File: config.mk
export PLATFORM = sky130hd
export DESIGN_NAME = beep_pattern_actuator_sequencer_top
export DESIGN_NICKNAME = d
export VERILOG_FILES = /design/src/bps_pkg.sv /design/src/beep_pattern_actuator_sequencer_top.sv
export VERILOG_INCLUDE_DIRS = /design/src /design/src/src
export SDC_FILE = /design/constraint.sdc
export NUM_CORES = 1
export LEC_CHECK = 0
export BUFFER_PORTS_ARGS = -buffer_cell sky130_fd_sc_hd__clkbuf_2
export CAP_MARGIN = 15
export CORE_MARGIN = 3
export CORE_UTILIZATION = 35
export CTS_BUF_LIST = sky130_fd_sc_hd__clkbuf_8 sky130_fd_sc_hd__clkbuf_16
export DETAILED_ROUTE_END_ITERATION = 8
export PLACE_DENSITY_LB_ADDON = 0.3
export SKIP_CTS_REPAIR_TIMING = 1
export SLEW_MARGIN = 5
export SYNTH_ARGS = -nofsm -noshare
export SYNTH_HDL_FRONTEND = slang
export SYNTH_SLANG_ARGS = --single-unit
File: constraint.sdc
create_clock -name clk_i -period 9.65 [get_ports clk_i]
set_clock_uncertainty 0.15 [all_clocks]
set_input_delay 1.93 -clock clk_i [delete_from_list [all_inputs] [get_ports clk_i]]
set_output_delay 1.93 -clock clk_i [all_outputs]
set_load 0.05 [all_outputs]
File: src/beep_pattern_actuator_sequencer_top_macros.svh
`ifndef BEEP_PATTERN_ACTUATOR_SEQUENCER_TOP_MACROS_SVH
`define BEEP_PATTERN_ACTUATOR_SEQUENCER_TOP_MACROS_SVH

// Concurrent check on the block clock, quiet while reset is asserted.
`define BPS_ASSERT(label, prop, msg) \
  label: assert property (@(posedge clk_i) disable iff (!rst_ni) (prop)) else $error(msg);

// Implication check: the consequent must hold in the cycle after the trigger.
`define BPS_ASSERT_NEXT(label, trig, cons, msg) \
  label: assert property (@(posedge clk_i) disable iff (!rst_ni) (trig) |=> (cons)) \
    else $error(msg);

`endif

File: src/bps_pkg.sv
`default_nettype none

package bps_pkg;

  // Fixed widths of the timestamp and the detector hit counter.
  localparam int TimeBits = 32;
  localparam int HitBits  = 16;
  localparam int CfgBits  = 16;
  localparam int CfgIdxBits = 3;

  // Sequencer phases.
  typedef enum logic [1:0] {
    PH_LISTEN  = 2'd0,
    PH_OPEN    = 2'd1,
    PH_RETRACT = 2'd2
  } phase_e;

  // Command codes carried by each tick.
  localparam logic [1:0] MODE_NONE    = 2'd0;
  localparam logic [1:0] MODE_OPEN    = 2'd1;
  localparam logic [1:0] MODE_RETRACT = 2'd2;

  // Configuration register indexes.
  localparam logic [CfgIdxBits-1:0] REG_DETECT_THRESHOLD = 3'd0;
  localparam logic [CfgIdxBits-1:0] REG_WINDOW_LOW       = 3'd1;
  localparam logic [CfgIdxBits-1:0] REG_WINDOW_HIGH      = 3'd2;
  localparam logic [CfgIdxBits-1:0] REG_IDLE_DECAY       = 3'd3;
  localparam logic [CfgIdxBits-1:0] REG_STRIKE_LIMIT     = 3'd4;
  localparam logic [CfgIdxBits-1:0] REG_OPEN_TIME        = 3'd5;
  localparam logic [CfgIdxBits-1:0] REG_RETRACT_TIME     = 3'd6;

  // Register reset values.
  localparam logic [15:0] RST_DETECT_THRESHOLD = 16'd500;
  localparam logic [15:0] RST_WINDOW_LOW       = 16'd5000;
  localparam logic [15:0] RST_WINDOW_HIGH      = 16'd7000;
  localparam logic [15:0] RST_IDLE_DECAY       = 16'd10000;
  localparam logic [7:0]  RST_STRIKE_LIMIT     = 8'd3;
  localparam logic [15:0] RST_OPEN_TIME        = 16'd5000;
  localparam logic [15:0] RST_RETRACT_TIME     = 16'd10000;

  // One tick word.
  typedef struct packed {
    logic [TimeBits-1:0] now_ms;
    logic                detector_level;
    logic [1:0]          mode;
  } in_item_t;

  // One result word.
  typedef struct packed {
    logic [1:0] phase;
    logic       drive_enable;
    logic       drive_a;
    logic       drive_b;
    logic       detection_seen;
    logic       strike_seen;
    logic       phase_changed;
  } out_item_t;

endpackage

`default_nettype wire

File: src/beep_pattern_actuator_sequencer_top.sv
// An accepted tick word passes the input register, then the result register, before
// its result word appears.
// One tick word per cycle while the result side takes its words; the state update is a
// single pass of compares and 32-bit subtracts between the input register and the result register.
// Reset (asynchronous, active low) empties both registers, returns to listening with
// all counters and times at zero, and loads the register defaults.
`default_nettype none

`include "beep_pattern_actuator_sequencer_top_macros.svh"

module beep_pattern_actuator_sequencer_top (
  input  wire                             clk_i,
  input  wire                             rst_ni,
  input  wire                             in_valid_i,
  output logic                            in_ready_o,
  input  wire  bps_pkg::in_item_t         in_data_i,
  output logic                            out_valid_o,
  input  wire                             out_ready_i,
  output bps_pkg::out_item_t              out_data_o,
  input  wire                             cfg_we_i,
  input  wire  [bps_pkg::CfgIdxBits-1:0]  cfg_idx_i,
  input  wire  [bps_pkg::CfgBits-1:0]     cfg_wdata_i
);
  import bps_pkg::*;

  localparam logic [HitBits-1:0] HitMax    = '1;
  localparam logic [7:0]         StrikeMax = '1;

  // Configuration registers.
  logic [15:0] thresh_q, win_lo_q, win_hi_q, idle_q, open_t_q, retract_t_q;
  logic [7:0]  limit_q;

  // Pipeline registers.
  logic      in_valid_q;
  in_item_t  in_q;
  logic      out_valid_q;
  out_item_t out_q;
  logic      advance;

  // Sequencer state.
  phase_e              phase_q, phase_d, phase_cmd;
  logic [HitBits-1:0]  hit_q, hit_d, hit_inc;
  logic [7:0]          strike_q, strike_d, strike_det, strike_dec;
  logic [TimeBits-1:0] last_q, last_d, pst_q, pst_d, pst_cmd;
  logic [TimeBits-1:0] now, elapsed, gap, idle_gap;
  logic                present, detected, strike;
  out_item_t           result;

  // Terms watched by the checks.
  logic legs_both, lone_strike, open_by_strikes, opened_clean, in_held;

  // Configuration writes.
  always_ff @(posedge clk_i or negedge rst_ni) begin
    if (!rst_ni) begin
      thresh_q    <= RST_DETECT_THRESHOLD;
      win_lo_q    <= RST_WINDOW_LOW;
      win_hi_q    <= RST_WINDOW_HIGH;
      idle_q      <= RST_IDLE_DECAY;
      limit_q     <= RST_STRIKE_LIMIT;
      open_t_q    <= RST_OPEN_TIME;
      retract_t_q <= RST_RETRACT_TIME;
    end else if (cfg_we_i) begin
      unique case (cfg_idx_i)
        REG_DETECT_THRESHOLD: thresh_q    <= cfg_wdata_i;
        REG_WINDOW_LOW:       win_lo_q    <= cfg_wdata_i;
        REG_WINDOW_HIGH:      win_hi_q    <= cfg_wdata_i;
        REG_IDLE_DECAY:       idle_q      <= cfg_wdata_i;
        REG_STRIKE_LIMIT:     limit_q     <= cfg_wdata_i[7:0];
        REG_OPEN_TIME:        open_t_q    <= cfg_wdata_i;
        REG_RETRACT_TIME:     retract_t_q <= cfg_wdata_i;
        default: ;
      endcase
    end
  end

  // Handshake: the held word moves on whenever the result register is free or drains.
  assign advance     = in_valid_q && (!out_valid_q || out_ready_i);
  assign in_ready_o  = !in_valid_q || advance;
  assign out_valid_o = out_valid_q;
  assign out_data_o  = out_q;

  // Command decode: a command forces its phase and restarts the phase timer.
  assign now     = in_q.now_ms;
  assign present = !in_q.detector_level;

  always_comb begin
    phase_cmd = phase_q;
    pst_cmd   = pst_q;
    if (in_q.mode == MODE_OPEN) begin
      phase_cmd = PH_OPEN;
      pst_cmd   = now;
    end else if (in_q.mode == MODE_RETRACT) begin
      phase_cmd = PH_RETRACT;
      pst_cmd   = now;
    end
  end

  assign elapsed = now - pst_cmd;
  assign gap     = now - last_q;

  // Listening: hit counter, detection, strike window.
  assign hit_inc  = (hit_q < HitMax) ? hit_q + 1'b1 : hit_q;
  assign detected = present && (hit_inc > thresh_q);
  assign strike   = detected && (gap > TimeBits'(win_lo_q)) && (gap < TimeBits'(win_hi_q));

  always_comb begin
    strike_det = strike_q;
    if (strike && strike_q < StrikeMax) begin
      strike_det = strike_q + 1'b1;
    end
  end

  // Idle gap is measured against the detection time after this tick.
  assign idle_gap   = detected ? '0 : gap;
  assign strike_dec = (idle_gap > TimeBits'(idle_q) && strike_det != '0)
                    ? strike_det - 1'b1 : strike_det;

  // Phase step.
  always_comb begin
    phase_d  = phase_cmd;
    pst_d    = pst_cmd;
    hit_d    = hit_q;
    strike_d = strike_q;
    last_d   = last_q;
    unique case (phase_cmd)
      PH_OPEN: begin
        if (elapsed > TimeBits'(open_t_q)) begin
          phase_d = PH_RETRACT;
          pst_d   = now;
        end
      end
      PH_RETRACT: begin
        if (elapsed > TimeBits'(retract_t_q)) begin
          phase_d = PH_LISTEN;
          pst_d   = now;
        end
      end
      default: begin
        phase_d = PH_LISTEN;
        if (present) begin
          hit_d = detected ? '0 : hit_inc;
        end else if (hit_q != '0) begin
          hit_d = hit_q - 1'b1;
        end
        if (detected) begin
          last_d = now;
        end
        strike_d = strike_dec;
        if (strike_dec > limit_q) begin
          phase_d  = PH_OPEN;
          strike_d = '0;
          pst_d    = now;
        end
      end
    endcase
  end

  // Result word.
  always_comb begin
    result.phase          = phase_d;
    result.drive_enable   = (phase_d != PH_LISTEN);
    result.drive_a        = (phase_d == PH_RETRACT);
    result.drive_b        = (phase_d == PH_OPEN);
    result.detection_seen = (phase_cmd == PH_LISTEN) && detected;
    result.strike_seen    = (phase_cmd == PH_LISTEN) && strike;
    result.phase_changed  = (phase_d != phase_q);
  end

  // Input register, state and result register.
  always_ff @(posedge clk_i or negedge rst_ni) begin
    if (!rst_ni) begin
      in_valid_q  <= 1'b0;
      out_valid_q <= 1'b0;
      phase_q     <= PH_LISTEN;
      hit_q       <= '0;
      strike_q    <= '0;
      last_q      <= '0;
      pst_q       <= '0;
    end else begin
      if (in_ready_o) begin
        in_valid_q <= in_valid_i;
      end
      if (advance) begin
        out_valid_q <= 1'b1;
        phase_q     <= phase_d;
        hit_q       <= hit_d;
        strike_q    <= strike_d;
        last_q      <= last_d;
        pst_q       <= pst_d;
      end else if (out_ready_i) begin
        out_valid_q <= 1'b0;
      end
    end
  end

  // Payload registers.
  always_ff @(posedge clk_i) begin
    if (in_ready_o && in_valid_i) begin
      in_q <= in_data_i;
    end
    if (advance) begin
      out_q <= result;
    end
  end

  // Checks.
  assign legs_both       = out_valid_q && out_q.drive_a && out_q.drive_b;
  assign lone_strike     = out_valid_q && out_q.strike_seen && !out_q.detection_seen;
  assign open_by_strikes = advance && (phase_cmd == PH_LISTEN) && (phase_d == PH_OPEN);
  assign opened_clean    = (strike_q == '0) && (phase_q == PH_OPEN);
  assign in_held         = in_valid_q && !advance;

  `BPS_ASSERT(a_legs_exclusive, !legs_both, "both bridge legs driven")
  `BPS_ASSERT(a_strike_needs_det, !lone_strike, "strike without detection")
  `BPS_ASSERT_NEXT(a_open_clears, open_by_strikes, opened_clean, "strikes kept on opening")
  `BPS_ASSERT_NEXT(a_held_word_stays, in_held, in_valid_q && $stable(in_q), "held word lost")

endmodule

`default_nettype wire

==> results of run 1 <==
[power by group]
group	switching (mW)	leakage, nW	internal, mW
logic	2.20	5.43	1.47
clock network	0.468	0.542	0.763
registers	0.222	2.75	1.35
[cells by family after synthesis]
kind of cell | synth area share
XOR/XNOR | 0.03474
buffers and inverters | 0.05678
AND/OR/NAND/NOR | 0.1655
adder cells (fa/ha/maj) | 0.1283
AO/OA/AOI/OAI | 0.1980
multiplexers | 0.05857
flip-flops | 0.3580
[synth_stat cells, types with 7 or more instances]
library cell | n | share of area
a211oi_1 | 8 | 0.0034
a21o_1 | 46 | 0.020
a21oi_1 | 120 | 0.034
a221o_1 | 30 | 0.017
a31oi_1 | 17 | 0.0061
and2_1 | 26 | 0.0093
and3_1 | 43 | 0.015
and4_1 | 7 | 0.0035
buf_2 | 12 | 0.0034
clkbuf_1 | 76 | 0.016
dfrtp_1 | 161 | 0.23
dfstp_2 | 35 | 0.053
edfxtp_1 | 43 | 0.074
ha_1 | 174 | 0.12
inv_1 | 167 | 0.036
mux2_2 | 56 | 0.036
mux2i_1 | 39 | 0.022
nand2_1 | 193 | 0.042
nand2b_1 | 22 | 0.0079
nand3_1 | 39 | 0.011
nand4_1 | 49 | 0.018
nor2_1 | 81 | 0.017
nor2b_1 | 18 | 0.0065
nor3_1 | 29 | 0.0083
nor4_1 | 10 | 0.0036
o211ai_1 | 10 | 0.0043
o21a_1 | 32 | 0.014
o21ai_0 | 170 | 0.049
o22ai_1 | 10 | 0.0036
or3_1 | 15 | 0.0054
or4_1 | 8 | 0.0034
xnor2_1 | 43 | 0.022
xor2_1 | 23 | 0.012
[metal layers]
layer	part of all wire	up-vias	track usage
li1	-	7089	-
met1	0.48	6951	0.2496
met2	0.45	338	0.2902
met3	0.045	65	0.02463
met4	0.029	0	0.05725
met5	0	-	0
[area by class of cell]
type                       count  area share
sequential                   239      0.3192
tap                          664     0.04249
timing repair buffer          87     0.02579
inverter                     167     0.03206
multi-input combinational   1441      0.5252
clock inverter                19     0.01337
clock buffer                  35     0.04191
[worst max path at each step]
stage / start / to / slack (ps) / depth (start not counted)
global route: hit_q[3]$_DFFE_PN0P_ / pst_q[16]$_DFFE_PN0P_ / -30 / 43
CTS: hit_q[4]$_DFFE_PN0P_ / pst_q[26]$_DFFE_PN0P_ / 400 / 44
global placement: hit_q[4]$_DFFE_PN0P_ / pst_q[0]$_DFFE_PN0P_ / 720 / 44
floorplan: hit_q[4]$_DFFE_PN0P_ / pst_q[26]$_DFFE_PN0P_ / 1130 / 49
finish: now[0]$_DFFE_PP_ / pst_q[9]$_DFFE_PN0P_ / 670 / 37
detailed placement: hit_q[4]$_DFFE_PN0P_ / pst_q[26]$_DFFE_PN0P_ / 470 / 44
==> impl_metrics.tcl, run 1 <==
set metrics [dict create \
    whs_ps 344.3 \
    end_kind "register" \
    numClockSinks 239 \
    avgSynthCellArea_um2 8.994 \
    initial_core_util 0.3553 \
    dp_hpwl_mm 36.12 \
    synthDistinctLibCells 91 \
    synth_seq_cells 239 \
    worst-slew-pin-transition_ps 1185 \
    syn_nets 2173 \
    grt_max_degree 76 \
    dieHeight_um 229.2 \
    synth_ff_type "dfrtp_1" \
    vias 14440 \
    drt_pass1_iterations 5 \
    hold_class "register to register" \
    fp.dieW_um 229.2 \
    place_congestion 0.9234 \
    cts_buffers 29 \
    placed_area_um2 18450 \
    viasPerCell 5.446 \
    syn_area_um2 17430 \
    holdPathStages 1 \
    stdcell_count 2652 \
    setup_viol 0 \
    status "finished clean" \
    track_usage 0.1798 \
    path_clk_slew_ps 60 \
    drt.antenna.violating_nets 0 \
    port_buffers 68 \
    setup_ws_ps 665.8 \
    antenna_found_initial 0 \
    worst_r2r_path_depth 37 \
    r2r-end "pst_q[9]$_DFFE_PN0P_" \
    grt_overflow_total 0 \
    regArea_um2 6242 \
    multiInputGateArea_um2 10270 \
    finalCritPeriodShare 0.9310 \
    design_area_um2 19560 \
    n_fill_cell 4933 \
    power_density_nw_per_um2 331.0 \
    cp.required_ps 9980 \
    grt_pass1_wl_mm 76.72 \
    clock_latency_ps 600 \
    cts_root_buf "clkbuf_16" \
    dp_cells 2598 \
    power_mw 6.472 \
    pre_cts_ws_ps 472.2 \
    final_hold_viol_count 0 \
    num_antenna_cells 0 \
    r2r-start "now[0]$_DFFE_PP_" \
    tns_ps 0 \
    cp_max_fo 31 \
    criticalPathCategory "register to register" \
    holdPathEnd "out_valid_o$_DFFE_PN0P_" \
    cp_data_arrival_time_ps 9310 \
    ctsHtreeMaxLevel 1 \
    timing.fmax_ghz 0.1113 \
    syn_inst 1938 \
    crit_buf_inv 6 \
    rows 81 \
    seq_area_frac_synth 0.3580 \
    synth_edf_count 43 \
    drv_cap 0 \
    drc 0 \
    critPathLaunchType "register" \
    layout_commonest_cell "nand2_1" \
    grt_pass1_vias 13970 \
    ios 69 \
    hp-start "in_valid_q$_DFFE_PN0N_" \
    vdd_ir_drop_max_mv 0.1604 \
    r2r_slack_ps 670 \
    min_period_ps 8984 \
    final_cell_mix "nand2_1, ha_1, o21ai_0, inv_1, dfrtp_1" \
    timing.slew.headroom 0.2075 \
    drv_slew 0 \
    area_delta_synth_final_pct 12.19 \
    critPathSlowestCell "or3b_1" \
    core_um2 49050 \
    crit_family "compound AO/OA/AOI/OAI gates" \
    layout.nets 2200 \
    cts.path.max_buffers 3 \
    leakagePower_nw 8.723 \
    ys_warn_count 0 \
    drive_gt1_frac 0.1323 \
    fp.dieArea_um2 52510 \
    drt-total-wl_mm 48.19 \
    async_reset_ff_frac 0.8201 \
    cpPeakStageDelay_ps 560 \
    cts_tree "built" \
    wl_per_cell_um 18.17 \
    post-route-util 0.3987 \
    drtIter0Drc 972 \
]
Note: power is estimated with default switching activity, not from simulation.
==> run 2, diff against run 1 <==
- CORE_ASPECT_RATIO: default -> 0.8
==> run 2 against run 1 <==
  * Sequential cell count stayed put
  * Count of clock-buffer cells in the layout is 1 higher
  * Final cell count hardly changed
  * Cell area is 0.14% lower
  * First-iteration DRC count is 15% higher
  * Critical endpoint is now pst_q[30]$_DFFE_PN0P_
  * Largest cell class unchanged
  * Highest routed layer unchanged
==> impl_metrics.tcl, run 2 (synthesis gave the netlist of run 1 again) <==
set metrics [dict create \
    hp-start "retract_t_q[7]$_DFFE_PN0P_" \
    clock_latency_ps 590 \
    layout_commonest_cell "nand2_1" \
    holdPathEnd "retract_t_q[7]$_DFFE_PN0P_" \
    leakagePower_nw 8.720 \
    timing.slew.headroom 0.3062 \
    ios 69 \
    regArea_um2 6240 \
    ctsHtreeMaxLevel 1 \
    grt_overflow_total 0 \
    r2r_slack_ps 650 \
    drtIter0Drc 1115 \
    criticalPathCategory "register to register" \
    drt.antenna.violating_nets 0 \
    grt_pass1_wl_mm 78.90 \
    timing.fmax_ghz 0.1111 \
    layout.nets 2200 \
    multiInputGateArea_um2 10270 \
    cpPeakStageDelay_ps 500 \
    r2r-start "hit_q[3]$_DFFE_PN0P_" \
    path_clk_slew_ps 60 \
    crit_buf_inv 3 \
    cts.path.max_buffers 3 \
    cp.required_ps 9960 \
    tns_ps 0 \
    end_kind "register" \
    drive_gt1_frac 0.1303 \
    final_hold_viol_count 0 \
    cts_tree "built" \
    rows 72 \
    critPathSlowestCell "or3_4" \
    drt_pass1_iterations 8 \
    cp_max_fo 31 \
    drc 0 \
    status "finished clean" \
    num_antenna_cells 0 \
    worst-slew-pin-transition_ps 1030 \
    cts_root_buf "clkbuf_16" \
    fp.dieArea_um2 52530 \
    vias 14550 \
    grt_max_degree 72 \
    r2r-end "pst_q[30]$_DFFE_PN0P_" \
    final_cell_mix "nand2_1, ha_1, inv_1, o21ai_0, dfrtp_1" \
    vdd_ir_drop_max_mv 0.1833 \
    cp_data_arrival_time_ps 9310 \
    place_congestion 0.8952 \
    min_period_ps 9000 \
    core_um2 48740 \
    placed_area_um2 18450 \
    crit_family "compound AO/OA/AOI/OAI gates" \
    rsz0062_at_grt "no" \
    grt_pass1_vias 13910 \
    drv_cap 0 \
    wl_per_cell_um 18.73 \
    port_buffers 68 \
    viasPerCell 5.480 \
    track_usage 0.1867 \
    hold_class "register to register" \
    dp_hpwl_mm 37.48 \
    power_density_nw_per_um2 332.0 \
    cts_buffers 29 \
    setup_viol 0 \
    worst_r2r_path_depth 41 \
    drt-total-wl_mm 49.71 \
    design_area_um2 19530 \
    holdPathStages 1 \
    numClockSinks 239 \
    critPathLaunchType "register" \
    area_delta_synth_final_pct 12.03 \
    fp.dieW_um 255.5 \
    finalCritPeriodShare 0.9326 \
    drv_slew 0 \
    dieHeight_um 205.6 \
    initial_core_util 0.3576 \
    antenna_found_initial 0 \
    n_fill_cell 4929 \
]
==> run 2: final cells by class <==
class / count / area share
Clock buffer: 36 / 0.04210
Clock inverter: 18 / 0.01153
Inverter: 167 / 0.03210
Multi-Input combinational cell: 1441 / 0.5259
Sequential cell: 239 / 0.3195
Tap cell: 666 / 0.04267
Timing Repair Buffer: 87 / 0.02621
==> run 2: layer usage <==
metal,share of wire,wire length (µm),global-route usage
met1,0.50,25010,0.2770
met2,0.42,20940,0.2860
met3,0.053,2631,0.02695
met4,0.023,1129,0.04436
met5,0,0,0
==> run 2: worst max-delay path by stage <==
stage                    startpoint               endpoint  slack, ps  cells past startpoint
2_1_floorplan  hit_q[4]$_DFFE_PN0P_  pst_q[26]$_DFFE_PN0P_       1130                     49
3_3_place_gp   hit_q[4]$_DFFE_PN0P_   pst_q[4]$_DFFE_PN0P_        730                     43
3_5_place_dp   hit_q[4]$_DFFE_PN0P_   pst_q[1]$_DFFE_PN0P_        510                     43
4_1_cts        hit_q[4]$_DFFE_PN0P_  pst_q[21]$_DFFE_PN0P_        500                     43
5_1_grt        hit_q[3]$_DFFE_PN0P_  pst_q[22]$_DFFE_PN0P_         40                     42
6_report       hit_q[3]$_DFFE_PN0P_  pst_q[30]$_DFFE_PN0P_        650                     41
==> run 2: per-stage QoR <==
step	worst slack (ps)	total power, mW	utilization	hold slack, ps	cells
CTS	496.7	6.489	0.4000	356.5	2652
detailed placement	511.1	5.240	0.3785	336.9	2598
finish	650.4	6.483	0.4007	354.0	2654
floorplan	1132	4.232	-	306.9	1938
global route	35.71	7.047	0.4007	363.3	2654
global placement	725.9	5.164	0.3785	328.5	2598
==> run 2: power by group <==
part / switching (mW) / leakage (nW) / internal, mW
Clock: 0.467 / 0.532 / 0.734
Sequential: 0.218 / 2.75 / 1.35
Combinational: 2.23 / 5.44 / 1.48
Total: 2.92 / 8.72 / 3.57
